**config.mk**
```make
export PLATFORM = sky130hd
export DESIGN_NAME = mfbosd_queue
export DESIGN_NICKNAME = d
export VERILOG_FILES = /design/src/rtl/mfbosd_pkg.sv /design/src/rtl/mfbosd_queue.sv
export SDC_FILE = /design/constraint.sdc
export NUM_CORES = 1
export LEC_CHECK = 0
export ABC_AREA = 1
export BUFFER_PORTS_ARGS = -buffer_cell sky130_fd_sc_hd__buf_2
export CAP_MARGIN = 20
export CELL_PAD_IN_SITES_DETAIL_PLACEMENT = 0
export CELL_PAD_IN_SITES_GLOBAL_PLACEMENT = 2
export CORE_AREA = 2 2 181 183
export CTS_CLUSTER_DIAMETER = 100
export DETAILED_ROUTE_END_ITERATION = 10
export DIE_AREA = 0 0 183 185
export PLACE_DENSITY_LB_ADDON = 0.1
export SLEW_MARGIN = 0
export SYNTH_ARGS = -nofsm -noshare
export SYNTH_HDL_FRONTEND = slang
export SYNTH_SLANG_ARGS = --single-unit
```
**constraint.sdc**
```tcl
create_clock -name clock -period 4.5 [get_ports clock]
set_input_delay 0.9 -clock clock [delete_from_list [all_inputs] [get_ports clock]]
set_output_delay 0.9 -clock clock [all_outputs]
set_load 0.02 [all_outputs]
```
**src/rtl/mfbosd_pkg.sv**
```systemverilog
// Shared types, sizes and codes for the monochrome frame store with scan-out.
// No dependencies; every other file in rtl/ imports this package.
`default_nettype none

package mfbosd_pkg;

   // Frame geometry and derived store sizes.
   localparam int FRAME_WIDTH  = 256;
   localparam int FRAME_HEIGHT = 256;
   localparam int ROW_BYTES    = (FRAME_WIDTH + 7) / 8;
   localparam int STORE_BYTES  = ROW_BYTES * FRAME_HEIGHT;
   localparam int ADDR_W       = $clog2(STORE_BYTES);
   localparam int MAX_RESULTS  = 32;
   localparam int SCAN_N       = (ROW_BYTES < MAX_RESULTS) ? ROW_BYTES : MAX_RESULTS;
   localparam int K_W          = (SCAN_N > 1) ? $clog2(SCAN_N) : 1;

   // Field widths.
   localparam int COORD_W = 16;
   localparam int SIZE_W  = 16;
   localparam int RUN_W   = SIZE_W - 2;
   localparam int LIN_W   = 24;
   localparam int LINE_W  = 10;
   localparam int LCNT_W  = 16;
   localparam int ROW_W   = 8;
   localparam int PIX_W   = 8;

   // Command queue between the front and back halves.
   localparam int QUEUE_DEPTH = 4;
   localparam int QPTR_W      = $clog2(QUEUE_DEPTH);

   // Port widths.
   localparam int REQ_DATA_W = 72;
   localparam int REQ_USER_W = 2;
   localparam int RSP_DATA_W = 16;
   localparam int CSR_IDX_W  = 3;
   localparam int CSR_DATA_W = 16;

   localparam logic [LINE_W-1:0] FIRST_LINE_RST = LINE_W'(27);
   localparam logic [LINE_W-1:0] LAST_LINE_RST  = LINE_W'(302);
   localparam logic [PIX_W-1:0]  BYTE_ONES      = 8'hFF;
   localparam logic [PIX_W-1:0]  MSB_MASK       = 8'h80;

   typedef enum logic [1:0] {
      CMD_PIXEL = 2'd0,
      CMD_FILL  = 2'd1,
      CMD_CSYNC = 2'd2,
      CMD_VSYNC = 2'd3
   } cmd_type;

   typedef enum logic [CSR_IDX_W-1:0] {
      CSR_ROTATION   = 3'd0,
      CSR_CLIP_EN    = 3'd1,
      CSR_CLIP_AX    = 3'd2,
      CSR_CLIP_AY    = 3'd3,
      CSR_CLIP_BX    = 3'd4,
      CSR_CLIP_BY    = 3'd5,
      CSR_FIRST_LINE = 3'd6,
      CSR_LAST_LINE  = 3'd7
   } csr_index_type;

   typedef enum logic [1:0] {
      OP_PIXEL = 2'd0,
      OP_FILL  = 2'd1,
      OP_CSYNC = 2'd2,
      OP_VSYNC = 2'd3
   } op_kind_type;

   typedef enum logic [2:0] {
      BK_CLEAR,
      BK_IDLE,
      BK_PIX_WR,
      BK_FILL_ROW,
      BK_FILL_WR,
      BK_SCAN
   } back_state_type;

   // One classified command as it sits in the queue.
   typedef struct packed {
      op_kind_type              kind;
      logic [ADDR_W-1:0]        addr;
      logic [2:0]               bit_sel;
      logic                     ink;
      logic signed [LIN_W-1:0]  base;
      logic [RUN_W-1:0]         run;
      logic [SIZE_W-1:0]        rows;
   } op_type;

   typedef struct packed {
      logic [LINE_W-1:0] first_line;
      logic [LINE_W-1:0] last_line;
   } window_type;

   typedef struct packed {
      logic clearing;
   } back_status_type;

   typedef struct packed {
      logic [PIX_W-1:0] pixel_byte;
      logic [ROW_W-1:0] row_index;
      logic             last_byte;
   } rsp_item_type;

endpackage

`default_nettype wire

```
**src/rtl/mfbosd_queue.sv**
```systemverilog
// Short first-in first-out queue of classified commands.
// Depends on mfbosd_pkg; sits between mfbosd_front and mfbosd_back.
`default_nettype none

module mfbosd_queue (
   input  wire logic               clock,
   input  wire logic               reset,
   input  wire logic               push,
   input  wire mfbosd_pkg::op_type push_op,
   input  wire logic               pop,
   output mfbosd_pkg::op_type      head_op,
   output logic                    empty,
   output logic                    full
);
   import mfbosd_pkg::*;

   op_type            entries_ff [QUEUE_DEPTH];
   logic [QPTR_W-1:0] wr_ptr_ff, wr_ptr_in, rd_ptr_ff, rd_ptr_in;
   logic [QPTR_W:0]   count_ff, count_in;
   logic              do_push, do_pop;

   assign empty   = (count_ff == '0);
   assign full    = (count_ff == (QPTR_W+1)'(QUEUE_DEPTH));
   assign do_push = push && !full;
   assign do_pop  = pop && !empty;
   assign head_op = entries_ff[rd_ptr_ff];

   always_comb begin
      wr_ptr_in = do_push ? wr_ptr_ff + QPTR_W'(1) : wr_ptr_ff;
      rd_ptr_in = do_pop  ? rd_ptr_ff + QPTR_W'(1) : rd_ptr_ff;
      count_in  = count_ff + (QPTR_W+1)'(do_push) - (QPTR_W+1)'(do_pop);
   end

   always_ff @(posedge clock) begin
      if (reset) begin
         wr_ptr_ff <= '0;
         rd_ptr_ff <= '0;
         count_ff  <= '0;
      end else begin
         wr_ptr_ff <= wr_ptr_in;
         rd_ptr_ff <= rd_ptr_in;
         count_ff  <= count_in;
      end
   end

   always_ff @(posedge clock) begin
      if (do_push) begin
         entries_ff[wr_ptr_ff] <= push_op;
      end
   end

endmodule

`default_nettype wire

```
# Word level (Yosys, flattened, before mapping)

Memories as Yosys holds them, arrays and structs flattened. A register that Yosys moved wholly into a read port is not among the register bits.
Index checks and enable logic that the tools add are counted.

Bits in registers: 7
Bits in writable memories: 292
Input bits: 77
Output and inout port bits: 75
Memories kept: 1

$add $sub $neg: 4
Equal/unequal tests: 1
Multiplexer cells: 4
Reduce and logical (&&, ||, !) cells: 5

Memories:

| name       | depth | width | rd ports | clocked after memory_dff | write ports | line               | source |
|---|---|---|---|---|---|---|---|
| entries_ff | 4     | 73    | 1        | 1                        | 1           | mfbosd_queue.sv:17 | `op_type entries_ff [QUEUE_DEPTH];` |

Operator list:

| kind                  | number |
|---|---|
| $add A2 B1 Y2 const B | 2 |
| $mux W2               | 2 |
| $add A3 B1 Y3         | 1 |
| $eq A3 B3 Y1 const B  | 1 |
| $logic_not A3 Y1      | 1 |
| $sub A3 B1 Y3         | 1 |
| $logic_and A1 B1 Y1   | 2 |
| $logic_not A1 Y1      | 2 |
| $mux W1               | 2 |

# Logic depth before layout (Yosys ltp)

Word-level depth: 5
Gate-level depth with buffers: 11
Mapped depth without buffers: 11

# Worst setup path after synthesis

OpenSTA, ideal clock, no wires.

Kind: input-to-reg
Start: input port push
End: memory entries_ff[0][0] (netlist bit) (enable)
Setup time: 0.505 ns
Data arrival time: 4.066 ns
Data required time: 3.995 ns
Path slack: -0.071 ns
Stages on the path: 2
Path buffers: 0
Cell sequence: nand2_1 > nor2_1

Longest elaborated chain between the ends: 3

RTL lines:

| item                          | line               | source |
|---|---|---|
| start, declared               | mfbosd_queue.sv:8  | `input wire logic push,` |
| $logic_and A1 B1 Y1           | mfbosd_queue.sv:24 | `assign do_push = push && !full;` |
| $mux W1                       | mfbosd_queue.sv:47 | `if (do_push) begin` |
| $mux W1 (implied by the code) | mfbosd_queue.sv:48 | `entries_ff[wr_ptr_ff] <= push_op;` |
| end, declared                 | mfbosd_queue.sv:17 |  |

No other way between the ends.

==> results.tsv <==
metric	value	unit
worstMarginPinSlew	776	ps
io_buffer_count	151	
min_from	rd_ptr_ff[0]	
synth_top_family_by_area	compound AO/OA/AOI/OAI gates	
place.gp.congestion	0.743	
firstDrtPassIters	4	
wire_per_inst	18.9	µm
first_global_vias	6698	
holdPathEnd	rd_ptr_ff[0]	
cp-end-kind	primary output	
relSlewSlack	0.483	
cts_tree	built	
r2r-start	count_ff[1]	
hold_buffers	0	
ys.flop_type	edfxtp_1	
die_w	183	µm
async_reset_ff_frac	0	
synth_fa_ha_area_frac	0.00840	
num-fill-cells	2918	
yosys.area_share.simple	0.0588	
synth_area_leaders	edfxtp_1 (77%), nor2_1 (5.3%), o22ai_1 (4.0%)	
crit_fanout	28	
synth-edff-count	292	
hold_depth	2	
track_usage	0.150	
synth_top_area_share	0.775	
hold_path_class	reg -> reg	
multiInputGateArea	2000	µm²
worstPathRequired	3600	ps
ys_ff_latch	301	
drc_errors	0	
rows	66	
start_util	0.353	
pre_cts_slack	1590	ps
hpwl	13600	µm
netlist_area	11300	µm²
yosys-mux-area-fraction	0	
synth_compound_area_frac	0.107	
grt_max_degree	147	
tns	0	ps
slew_viol_final	0	
post_synth.cell_area_avg	14.6	µm²
fp.dieArea	33900	µm²
cts_resized	0	
finClkSkew	16.2	ps
setup-violations-final	0	
nets	1010	
rsz0062_at_grt	false	
synth_cell_types	19	
hold_viol_final	0	
areaGrowthSynthToFinish	19.1	%
synth_xor_area_frac	0	
cts_setup_buffers	0	
synth_largest_area_cell	edfxtp_1	
clock_latency	500	ps
r2r_slack	2320	ps
die_y	185	µm
syn_inst	775	
path_class	reg -> out	
dr.first_iter.drc_count	366	
status	finished clean	
core_area	32000	µm²
synth-seq-area-share	0.790	
regArea	8950	µm²
grt_overflow	0	
cap_violations	0	
clock_sinks	301	
via_count	6737	
finalWorstSetupSlack	1150	ps
cts-root-buf	clkbuf_16	
worst_setup_path_start_kind	flip-flop	
grt_pass1_wl	38400	µm
cts.path.max_buffers	3	
ir_drop	319	µV
synth_nets	859	
wl	25600	µm
worstPathArrival	2450	ps
ys_warn_count	0	
htreeDepth	2	
power_density	590	nW/µm²
numCtsBuffers	34	
boundaryPins	152	
utilization	0.421	
synth_common_cells	edfxtp_1 (292), nor2_1 (160), o21ai_0 (79), o22ai_1 (73), o21ai_1 (67)	
antenna_found_initial	3	
period_share	0.744	
power.leakage	0.00471	µW
clkTransAtPathRegs	60	ps
drive_gt1_frac	0.224	
post-route-min-period	3350	ps
ant_nets	0	
rr_worst_depth	10	
fmax	299	MHz
synthMostInstantiatedCell	edfxtp_1	
rr_endpoint	count_ff[2]	
vias_per_cell	4.96	
==> sequential cells by signal (all words and copies together) (netlist names), named ones only <==
signal	cells
entries_ff	292
count_ff	3
rd_ptr_ff	2
wr_ptr_ff	2
==> routing by layer <==
| metal | GRT usage | wire length, µm |
|---|---|---|
| met2 | 0.263 | 12800 |
| met1 | 0.185 | 11000 |
| met3 | 0.0391 | 1400 |
| met5 | 0 | 25 |
| met4 | 0.0371 | 425 |
==> placed cells by master (no fill, tap or decap), types with 3 or more instances in the layout <==
cell,Yosys,layout
buf_2,4,151
o21ai_1,67,67
edfxtp_1,292,292
nand2_1,12,12
clkinv_2,0,3
a21oi_1,5,5
buf_12,0,6
nor2_4,0,4
ha_1,6,6
clkbuf_16,0,37
clkbuf_1,16,8
nand3_1,4,4
dfxtp_1,9,7
inv_1,18,18
o22ai_1,73,73
clkinv_1,1,8
nor2_1,160,156
o21ai_0,79,79
buf_4,10,5
==> stage by stage <==
step	std cells	cell area, µm²	hold slack (ps)	power [µW]
after floorplan	775	11300	448	4890
after global placement	1298	12500	472	5540
after detailed placement	1298	12500	477	5560
after CTS	1356	13500	494	8100
after global routing	1356	13500	523	8370
final	1357	13500	496	7950
==> final cells by class <==
type	instances	area share
Sequential cell	301	0.664
Multi-Input combinational cell	407	0.149
Clock buffer	46	0.0719
Timing Repair Buffer	162	0.0677
Tap cell	408	0.0379
Inverter	20	0.00575
Clock inverter	12	0.00399
Antenna cell	1	0.000186
==> kinds of logic (layout without fill, tap and decap cells) <==
logic type	count (synthesis)	in the layout
DFF	301	301
adders and majority gates	7	7
buffers and inverters	67	240
AOI/OAI and AO/OA	224	224
other	0	1
and+or+nand+nor	176	176
==> worst max-delay path by stage <==
stage | cells past startpoint | to | start | slack [ps]
floorplan | 2 | entries_ff[0][0] | push | -70
global placement | 5 | head_op[54] | flip-flop | 1620
detailed placement | 5 | head_op[46] | flip-flop | 1590
CTS | 5 | head_op[46] | flip-flop | 1050
global route | 5 | head_op[54] | flip-flop | 950
finish | 5 | head_op[46] | flip-flop | 1150
==> worst max-delay path, stage by stage, from the launching register on <==
cell and delay [ps]:
dfxtp_2 440, inv_2 500, buf_4 440, o21ai_1 120, o22ai_1 210, buf_2 220
==> report_power, final <==
group	internal, µW	switching [µW]
sequential	3410	76.3
combinational	553	1400
clock	1500	1010
(Power assumes the default switching activity.)
