--- src/rtl/mfbosd_pkg.sv ---
// Shared types, sizes and codes for the monochrome frame store with scan-out.
// No dependencies; every other file in rtl/ imports this package.
`default_nettype none

package mfbosd_pkg;

   // Frame geometry and derived store sizes.
   localparam int FRAME_WIDTH  = 256;
   localparam int FRAME_HEIGHT = 256;
   localparam int ROW_BYTES    = (FRAME_WIDTH + 7) / 8;
   localparam int STORE_BYTES  = ROW_BYTES * FRAME_HEIGHT;
   localparam int ADDR_W       = $clog2(STORE_BYTES);
   localparam int MAX_RESULTS  = 32;
   localparam int SCAN_N       = (ROW_BYTES < MAX_RESULTS) ? ROW_BYTES : MAX_RESULTS;
   localparam int K_W          = (SCAN_N > 1) ? $clog2(SCAN_N) : 1;

   // Field widths.
   localparam int COORD_W = 16;
   localparam int SIZE_W  = 16;
   localparam int RUN_W   = SIZE_W - 2;
   localparam int LIN_W   = 24;
   localparam int LINE_W  = 10;
   localparam int LCNT_W  = 16;
   localparam int ROW_W   = 8;
   localparam int PIX_W   = 8;

   // Command queue between the front and back halves.
   localparam int QUEUE_DEPTH = 4;
   localparam int QPTR_W      = $clog2(QUEUE_DEPTH);

   // Port widths.
   localparam int REQ_DATA_W = 72;
   localparam int REQ_USER_W = 2;
   localparam int RSP_DATA_W = 16;
   localparam int CSR_IDX_W  = 3;
   localparam int CSR_DATA_W = 16;

   localparam logic [LINE_W-1:0] FIRST_LINE_RST = LINE_W'(27);
   localparam logic [LINE_W-1:0] LAST_LINE_RST  = LINE_W'(302);
   localparam logic [PIX_W-1:0]  BYTE_ONES      = 8'hFF;
   localparam logic [PIX_W-1:0]  MSB_MASK       = 8'h80;

   typedef enum logic [1:0] {
      CMD_PIXEL = 2'd0,
      CMD_FILL  = 2'd1,
      CMD_CSYNC = 2'd2,
      CMD_VSYNC = 2'd3
   } cmd_type;

   typedef enum logic [CSR_IDX_W-1:0] {
      CSR_ROTATION   = 3'd0,
      CSR_CLIP_EN    = 3'd1,
      CSR_CLIP_AX    = 3'd2,
      CSR_CLIP_AY    = 3'd3,
      CSR_CLIP_BX    = 3'd4,
      CSR_CLIP_BY    = 3'd5,
      CSR_FIRST_LINE = 3'd6,
      CSR_LAST_LINE  = 3'd7
   } csr_index_type;

   typedef enum logic [1:0] {
      OP_PIXEL = 2'd0,
      OP_FILL  = 2'd1,
      OP_CSYNC = 2'd2,
      OP_VSYNC = 2'd3
   } op_kind_type;

   typedef enum logic [2:0] {
      BK_CLEAR,
      BK_IDLE,
      BK_PIX_WR,
      BK_FILL_ROW,
      BK_FILL_WR,
      BK_SCAN
   } back_state_type;

   // One classified command as it sits in the queue.
   typedef struct packed {
      op_kind_type              kind;
      logic [ADDR_W-1:0]        addr;
      logic [2:0]               bit_sel;
      logic                     ink;
      logic signed [LIN_W-1:0]  base;
      logic [RUN_W-1:0]         run;
      logic [SIZE_W-1:0]        rows;
   } op_type;

   typedef struct packed {
      logic [LINE_W-1:0] first_line;
      logic [LINE_W-1:0] last_line;
   } window_type;

   typedef struct packed {
      logic clearing;
   } back_status_type;

   typedef struct packed {
      logic [PIX_W-1:0] pixel_byte;
      logic [ROW_W-1:0] row_index;
      logic             last_byte;
   } rsp_item_type;

endpackage

`default_nettype wire

--- src/rtl/mfbosd_front.sv ---
// Front half: register file, command intake and pixel/fill classification.
// Depends on mfbosd_pkg; feeds mfbosd_queue.
`default_nettype none

module mfbosd_front (
   input  wire logic                                 clock,
   input  wire logic                                 reset,
   input  wire logic                                 req_tvalid,
   output logic                                      req_tready,
   input  wire logic [mfbosd_pkg::REQ_DATA_W-1:0]    req_tdata,
   input  wire logic [mfbosd_pkg::REQ_USER_W-1:0]    req_tuser,
   input  wire logic                                 csr_valid,
   output logic                                      csr_ready,
   input  wire logic [mfbosd_pkg::CSR_IDX_W-1:0]     csr_index,
   input  wire logic [mfbosd_pkg::CSR_DATA_W-1:0]    csr_data,
   input  wire mfbosd_pkg::back_status_type          back_status,
   input  wire logic                                 q_full,
   output logic                                      q_push,
   output mfbosd_pkg::op_type                        q_push_op,
   output mfbosd_pkg::window_type                    window
);
   import mfbosd_pkg::*;

   localparam logic signed [COORD_W:0] FW    = (COORD_W+1)'(FRAME_WIDTH);
   localparam logic signed [COORD_W:0] FH    = (COORD_W+1)'(FRAME_HEIGHT);
   localparam logic signed [COORD_W:0] FW_M1 = (COORD_W+1)'(FRAME_WIDTH - 1);
   localparam logic signed [COORD_W:0] FH_M1 = (COORD_W+1)'(FRAME_HEIGHT - 1);
   localparam logic signed [COORD_W:0] ROUND = (COORD_W+1)'(7);

   logic [1:0]                rotation_ff, rotation_in;
   logic                      clip_en_ff, clip_en_in;
   logic signed [COORD_W-1:0] clip_ax_ff, clip_ax_in, clip_ay_ff, clip_ay_in;
   logic signed [COORD_W-1:0] clip_bx_ff, clip_bx_in, clip_by_ff, clip_by_in;
   logic [LINE_W-1:0]         first_line_ff, first_line_in, last_line_ff, last_line_in;

   cmd_type                   cmd;
   logic signed [COORD_W-1:0] px, py;
   logic signed [COORD_W:0]   px_w, py_w, lw, lh, sx, sy, px_adj, xdiv;
   logic signed [COORD_W-1:0] x_lo, x_hi, y_lo, y_hi;
   logic                      in_frame, clip_ok, accepted;
   logic [SIZE_W-1:0]         rect_w, rect_h;
   logic [SIZE_W:0]           w_plus;
   logic                      ink;

   // Register writes.
   always_comb begin
      rotation_in   = rotation_ff;
      clip_en_in    = clip_en_ff;
      clip_ax_in    = clip_ax_ff;
      clip_ay_in    = clip_ay_ff;
      clip_bx_in    = clip_bx_ff;
      clip_by_in    = clip_by_ff;
      first_line_in = first_line_ff;
      last_line_in  = last_line_ff;
      if (csr_valid) begin
         unique case (csr_index_type'(csr_index))
            CSR_ROTATION:   rotation_in   = csr_data[1:0];
            CSR_CLIP_EN:    clip_en_in    = csr_data[0];
            CSR_CLIP_AX:    clip_ax_in    = csr_data;
            CSR_CLIP_AY:    clip_ay_in    = csr_data;
            CSR_CLIP_BX:    clip_bx_in    = csr_data;
            CSR_CLIP_BY:    clip_by_in    = csr_data;
            CSR_FIRST_LINE: first_line_in = csr_data[LINE_W-1:0];
            CSR_LAST_LINE:  last_line_in  = csr_data[LINE_W-1:0];
         endcase
      end
   end

   always_ff @(posedge clock) begin
      if (reset) begin
         rotation_ff   <= '0;
         clip_en_ff    <= 1'b0;
         clip_ax_ff    <= '0;
         clip_ay_ff    <= '0;
         clip_bx_ff    <= '0;
         clip_by_ff    <= '0;
         first_line_ff <= FIRST_LINE_RST;
         last_line_ff  <= LAST_LINE_RST;
      end else begin
         rotation_ff   <= rotation_in;
         clip_en_ff    <= clip_en_in;
         clip_ax_ff    <= clip_ax_in;
         clip_ay_ff    <= clip_ay_in;
         clip_bx_ff    <= clip_bx_in;
         clip_by_ff    <= clip_by_in;
         first_line_ff <= first_line_in;
         last_line_ff  <= last_line_in;
      end
   end

   assign csr_ready         = 1'b1;
   assign window.first_line = first_line_ff;
   assign window.last_line  = last_line_ff;

   // Unpack the request beat.
   assign cmd    = cmd_type'(req_tuser);
   assign px     = req_tdata[COORD_W-1:0];
   assign py     = req_tdata[2*COORD_W-1:COORD_W];
   assign rect_w = req_tdata[2*COORD_W+SIZE_W-1:2*COORD_W];
   assign rect_h = req_tdata[2*COORD_W+2*SIZE_W-1:2*COORD_W+SIZE_W];
   assign ink    = req_tdata[2*COORD_W+2*SIZE_W];
   assign px_w   = {px[COORD_W-1], px};
   assign py_w   = {py[COORD_W-1], py};

   // Pixel write: bounds in the rotated frame, clip box, then rotation into store space.
   always_comb begin
      lw       = rotation_ff[0] ? FH : FW;
      lh       = rotation_ff[0] ? FW : FH;
      in_frame = !px[COORD_W-1] && !py[COORD_W-1] && (px_w < lw) && (py_w < lh);
      x_lo     = (clip_ax_ff < clip_bx_ff) ? clip_ax_ff : clip_bx_ff;
      x_hi     = (clip_ax_ff < clip_bx_ff) ? clip_bx_ff : clip_ax_ff;
      y_lo     = (clip_ay_ff < clip_by_ff) ? clip_ay_ff : clip_by_ff;
      y_hi     = (clip_ay_ff < clip_by_ff) ? clip_by_ff : clip_ay_ff;
      clip_ok  = !clip_en_ff ||
                 ((px >= x_lo) && (px <= x_hi) && (py >= y_lo) && (py <= y_hi));
      unique case (rotation_ff)
         2'd0: begin
            sx = px_w;
            sy = py_w;
         end
         2'd1: begin
            sx = FW_M1 - py_w;
            sy = px_w;
         end
         2'd2: begin
            sx = FW_M1 - px_w;
            sy = FH_M1 - py_w;
         end
         2'd3: begin
            sx = py_w;
            sy = FH_M1 - px_w;
         end
      endcase
   end

   // Rectangle origin: x divided by eight rounding toward zero.
   assign px_adj = px_w + (px[COORD_W-1] ? ROUND : '0);
   assign xdiv   = px_adj >>> 3;
   assign w_plus = {1'b0, rect_w} + (SIZE_W+1)'(7);

   always_comb begin
      q_push_op.addr    = ADDR_W'(sx[COORD_W:3]) + ADDR_W'(sy * ROW_BYTES);
      q_push_op.bit_sel = sx[2:0];
      q_push_op.ink     = ink;
      q_push_op.base    = LIN_W'(xdiv) + LIN_W'(py_w * ROW_BYTES);
      q_push_op.run     = w_plus[SIZE_W:3];
      q_push_op.rows    = rect_h;
      unique case (cmd)
         CMD_PIXEL: q_push_op.kind = OP_PIXEL;
         CMD_FILL:  q_push_op.kind = OP_FILL;
         CMD_CSYNC: q_push_op.kind = OP_CSYNC;
         CMD_VSYNC: q_push_op.kind = OP_VSYNC;
      endcase
   end

   assign req_tready = !q_full && !back_status.clearing;
   assign accepted   = req_tvalid && req_tready;
   // Pixel writes that miss the frame or the clip box are dropped here.
   assign q_push     = accepted && ((cmd != CMD_PIXEL) || (in_frame && clip_ok));

endmodule

`default_nettype wire

--- config.mk ---
export PLATFORM = sky130hd
export DESIGN_NAME = mfbosd_front
export DESIGN_NICKNAME = d
export VERILOG_FILES = /design/src/rtl/mfbosd_pkg.sv /design/src/rtl/mfbosd_front.sv
export SDC_FILE = /design/constraint.sdc
export NUM_CORES = 1
export LEC_CHECK = 0
export ABC_AREA = 1
export BUFFER_PORTS_ARGS = -buffer_cell sky130_fd_sc_hd__buf_2
export CORE_UTILIZATION = 56
export DETAILED_ROUTE_END_ITERATION = 7
export PLACE_DENSITY = 0.83
export SLEW_MARGIN = 20
export SYNTH_ARGS = -nofsm -noshare
export SYNTH_HDL_FRONTEND = slang
export SYNTH_SLANG_ARGS = --single-unit
--- constraint.sdc ---
create_clock -name clock -period 4.25 [get_ports clock]
set_clock_uncertainty 0.2 [all_clocks]
set_input_delay 0.425 -clock clock [delete_from_list [all_inputs] [get_ports clock]]
set_output_delay 0.425 -clock clock [all_outputs]
set_load 0.005 [all_outputs]
# == After elaboration in Yosys (flattened, before gate mapping) ==
# Cells that the tools add are included.
# word_totals
in_bits,99
regBits,87
output_inout_bits,96
elab_cells,72
# op_classes
order_cmp,8
n_mux,8
add_sub_neg,6
eq_ne,13
n_reduce_logical,29
# ops
cell,count
2-to-1 mux 16 bit,4
case mux 16 bit (4 select lines),1
greater-or-equal comparator 16 bit,2
less-or-equal comparator 16 bit,2
"less-than comparator 16 x 10 -> 1 bit, second input constant",2
less-than comparator 16 bit,2
case mux 8 bit (4 select lines),1
"subtractor 9 x 16 -> 16 bit, first input constant",2
adder 14 x 21 -> 22 bit,1
"adder 16 x 3 -> 17 bit, second input constant",1
adder 16 x 4 -> 17 bit,1
AND reduction 2 bit,8
adder 13 bit,1
"equality test 3 bit, second input constant",4
logical AND 1 bit,10
"equality test 2 bit, second input constant",4
case mux 2 bit (4 select lines),1
"equality test 3 x 2 -> 1 bit, second input constant",2
zero test 1 bit,5
"equality test 2 x 1 -> 1 bit, second input constant",2
zero test 2 bit,2
"equality test 3 x 1 -> 1 bit, second input constant",1
zero test 3 bit,1
2-to-1 mux 3 bit,1
other kinds (2),3

# == Logic depth before layout (Yosys ltp) ==
# logic_depth
ltp_word,10
ltp_mapped,29
ltp_nobuf,29

# == Worst setup path after synthesis ==
# No wires, ideal clock.
# synth_timing
path_type,reg2out
from,register clip_bx_ff[11]
to,output port q_push
t_arrival_ns,3.065
n_path_buf,1
required_ns,3.625
stages_incl_launch_ff,23
setup_slack_ns,0.560
path_cell_list,dfxtp_1 -> inv_1 -> ha_1 -> a21oi_1 -> o21a_1 -> o221a_2 -> nand2_1 -> nand2_1 -> nand2_1 -> inv_2 -> clkbuf_1 -> o21ai_0 -> ha_1 -> nand2_1 -> nor4_1 -> nand2_1 -> nand2_1 -> nand2_1 -> nand3_1 -> nand2_1 -> o21ai_0 -> nand2_1 -> a21oi_1
# synth_via
elab_chain_len,10
# synth_lines
item,line,source
start: declaration,mfbosd_front.sv:33,"logic signed [COORD_W-1:0] clip_bx_ff, clip_bx_in, clip_by_ff, clip_by_in;"
start signal: assignment,mfbosd_front.sv:84,clip_bx_ff <= clip_bx_in;
less-than comparator 16 bit,"mfbosd_front.sv:110, mfbosd_front.sv:111",
"2-to-1 mux 16 bit, on equally long branches","mfbosd_front.sv:110, mfbosd_front.sv:111",
greater-or-equal comparator 16 bit / less-or-equal comparator 16 bit (equally long branches),mfbosd_front.sv:115,((px >= x_lo) && (px <= x_hi) && (py >= y_lo) && (py <= y_hi));
logical AND 1 bit * (3 in series),mfbosd_front.sv:115,
logical OR 1 bit *,mfbosd_front.sv:114,clip_ok = !clip_en_ff ||
logical AND 1 bit *,mfbosd_front.sv:159,assign q_push = accepted && ((cmd != CMD_PIXEL) || (in_frame && clip_ok));
logical OR 1 bit *,mfbosd_front.sv:159,
logical AND 1 bit *,mfbosd_front.sv:159,
end: declaration,mfbosd_front.sv:18,"output logic q_push,"
# Every way passes the cells marked *; elsewhere a longest branch is shown, timed or not.

# == Worst setup path after layout ==
# layout_timing
from,register clip_by_ff[5]
to,output port q_push
# layout_via
elab_chain_len,9
# layout_lines
item,line,source
start: declaration,mfbosd_front.sv:33,
start signal: assignment,mfbosd_front.sv:85,clip_by_ff <= clip_by_in;
less-than comparator 16 bit,"mfbosd_front.sv:112, mfbosd_front.sv:113",
2-to-1 mux 16 bit,mfbosd_front.sv:112,y_lo = (clip_ay_ff < clip_by_ff) ? clip_ay_ff : clip_by_ff;
greater-or-equal comparator 16 bit,mfbosd_front.sv:115,
logical AND 1 bit,mfbosd_front.sv:115,
logical AND 1 bit *,mfbosd_front.sv:115,
logical OR 1 bit *,mfbosd_front.sv:114,
logical AND 1 bit *,mfbosd_front.sv:159,
logical OR 1 bit *,mfbosd_front.sv:159,
logical AND 1 bit *,mfbosd_front.sv:159,
# Marked as above.

==> run metrics <==
outcome finished, violations left; failing checks negative setup slack; R2R Setup Slk 3.01 ns; CTS Root Cell clkbuf_16; starting density of the core 0.584; setup tns final -0.176 ns; Die H 123 um; initial antenna violation count 0; synth top area cells dfxtp_1 21%, ha_1 18%, nand2_1 11%; DPL Wire Length 17.8 mm; Max stage delay cell, worst path dfxtp_1; RSZ-0062 raised after global routing yes; Leak 0.00499 uW; Max Fclk 0.226 GHz; Hold Buf Count CTS 0; leading register cell type out of synthesis dfxtp_1; final setup vio count 1; crit-path max FO 7; Slew headroom 0.349; Antenna diodes 0; area grow syn2layout 23.6%; Worst-Margin Slew approximately 1 ns; Post-synth EDFFs 0; vias in the first global route 7806; DR iter-0 viols 992; crit start category flip-flop; syn_nets 1481; CTS buffer count 9; Final Hold Vio Count 0; Power Density 357 mW/mm2; DR DRC count 0; Max-cap violations 0; # rows 43; clk buf depth 2; post-route cell area 0.0102 mm2; global-route wire length before repair 37.4 mm; Final WS setup -0.176 ns; CTS tree built; critical path cell sequence inv_1, ha_4, a21oi_2, o21ai_1, o21ai_2, nand3b_1, nand2_8, buf_12, o21ai_0, ha_1, nand2_1, nor2_1, a21oi_2, nand3_1, nand3_1, nand2_1, o21ai_2, nand2_1, a21oi_2, buf_2; crit path time final 4.43 ns; GP Congestion 0.928; ANT nets after route 0; CTS clock-pin slew for the worst setup and hold paths 0.06 ns; Synth area leader dfxtp_1; Clock Sinks 87; Worst Hold Class in2reg; Arrival @ worst endpoint 3.80 ns; DP Area 0.00907 mm2; crit path capture type output port; DR vias/cell 5.78; Post-Route WL approximately 27 mm; Setup CP Type reg2out; sequential share of the synthesized area 0.212; Seq cells post-synth 87; count of input and output buffers ~150; YS warnings 0; worst vdd ir approximately 0.00037 V; H-tree level count 3; grt ovf 0; syn avg cell area 6.54 um2; full die area 0.0152 mm2; share of post-route cells with drive strength above 1 0.235; largest net degree at the start of global routing 65; max-slew violations 0; via count 9142; top-area cell type share of the netlist area 0.212; Critical Path RT about 3.6 ns; IO Pins 195; Chip Width 123 um; Slowest Stage Delay on Critical Path 0.36 ns; core area 0.0141 mm2; Total Routing Usage GR 0.317; Gate Count Post-Synth 1260; ys async rst share 0; Worst Hold Margin 0.0614 ns; Yosys cell types 41; crit share post-route 1.04; drt first pass iters 6; final net count between 1500 and 2000; Skew-Pair Late Insertion Delay ~0.35 ns; synthesized area 0.00823 mm2; routed len/inst 17.0 um
## logic make-up after synthesis
kind of cell | share of synthesized area
adders and majority gates | 0.187
buffers and inverters | 0.108
AOI/OAI and AO/OA | 0.209
DFF | 0.212
other | 0.000455
xor gates and xnor gates | 0.0585
and+or+nand+nor | 0.225
## registers in the layout, indices dropped and copies added (netlist names)
register,flops
clip_en_ff,1
clip_by_ff,16
last_line_ff,10
clip_ay_ff,16
rotation_ff,2
clip_ax_ff,16
clip_bx_ff,16
first_line_ff,10
## layout by cell type (no fill, tap or decap), drive strengths merged
cell / n
a21o: 1
a21oi: 130
a31oi: 4
and3: 1
buf: 182
bufinv: 1
clkbuf: 16
clkinv: 5
clkinvlp: 1
conb: 1
dfxtp: 87
fa: 2
ha: 120
inv: 150
nand2: 253
nand3: 40
nand3b: 2
nand4: 14
nor2: 120
nor3: 13
nor3b: 1
nor4: 4
o211ai: 1
o21a: 4
o21ai: 180
o21bai: 1
o221a: 2
o22ai: 8
o31ai: 2
xnor2: 8
xor2: 47
## final timing paths
check | from | endpoint | cells after the start
worst max-delay path | clip_by_ff[5] | q_push | 20
worst min register to register | last_line_ff[8] | last_line_ff[8] | 2
worst min-delay path | reset | clip_en_ff | 2
worst max register to register | rotation_ff[1] | rotation_ff[1] | 3
## metrics by stage
stage / setup slack, ns / cells / total power [uW] / util
CTS: -0.0135 / 1574 / 3300 / 0.681
global placement: 0.205 / 1552 / 2320 / 0.644
global route: -0.343 / 1581 / 3880 / 0.722
detailed placement: 0.0690 / 1552 / 2370 / 0.644
finish: -0.176 / 1581 / 3630 / 0.722
floorplan: 0.560 / 1260 / 1930 / -
## report_power, final
group          switching [uW]  internal, uW  total (uW)
logic                    1130           801        1930
clock network             333           502         835
registers                23.1           845         868
total                    1480          2150        3630
## Yosys cell counts, types with 8 or more instances
cell and number:
nand2_1 250, nand4_1 14, clkbuf_1 36, a21oi_1 130, o21ai_1 11, nor3_1 11
inv_1 147, xor2_1 47, nor2_1 116, xnor2_1 8, nand3_1 40, o22ai_1 8
ha_1 120, o21ai_0 168, dfxtp_1 87, buf_4 20
## routing by layer
metal / GRT usage / part of all wire
met1: 0.402 / 0.40
met2: 0.512 / 0.46
met3: 0.0701 / 0.098
met4: 0.145 / 0.048
met5: 0 / 0
## worst max-delay path: cells and delay by family, from the launching register on
kind,cells,cell delay [ns]
adder cells (fa/ha/maj),2,0.61
AND/OR/NAND/NOR,8,0.85
buffers and inverters,3,0.41
AO/OA/AOI/OAI,7,1.24
flip-flops,1,0.36
## repair_timing
| item | CTS | global route |
|---|---|---|
| endpoints found under the setup margin | 1 | 10 |
| pin swaps | 15 | 41 |
| gates cloned | 1 | 4 |
| setup buffers | 5 | 4 |
| gates resized for setup | 44 | 127 |
| hold endpoints to repair | 0 | 0 |
## layout make-up
type,instances,area [um2]
Multi-Input combinational cell,959,6150
Fill cell,1097,3920
Sequential cell,87,1750
Timing Repair Buffer,185,1150
Inverter,153,579
Clock buffer,13,270
Tap cell,180,225
Clock inverter,3,40.0
Timing Repair inverter,1,7.51
No activity file was read; power rests on OpenSTA's default activity.
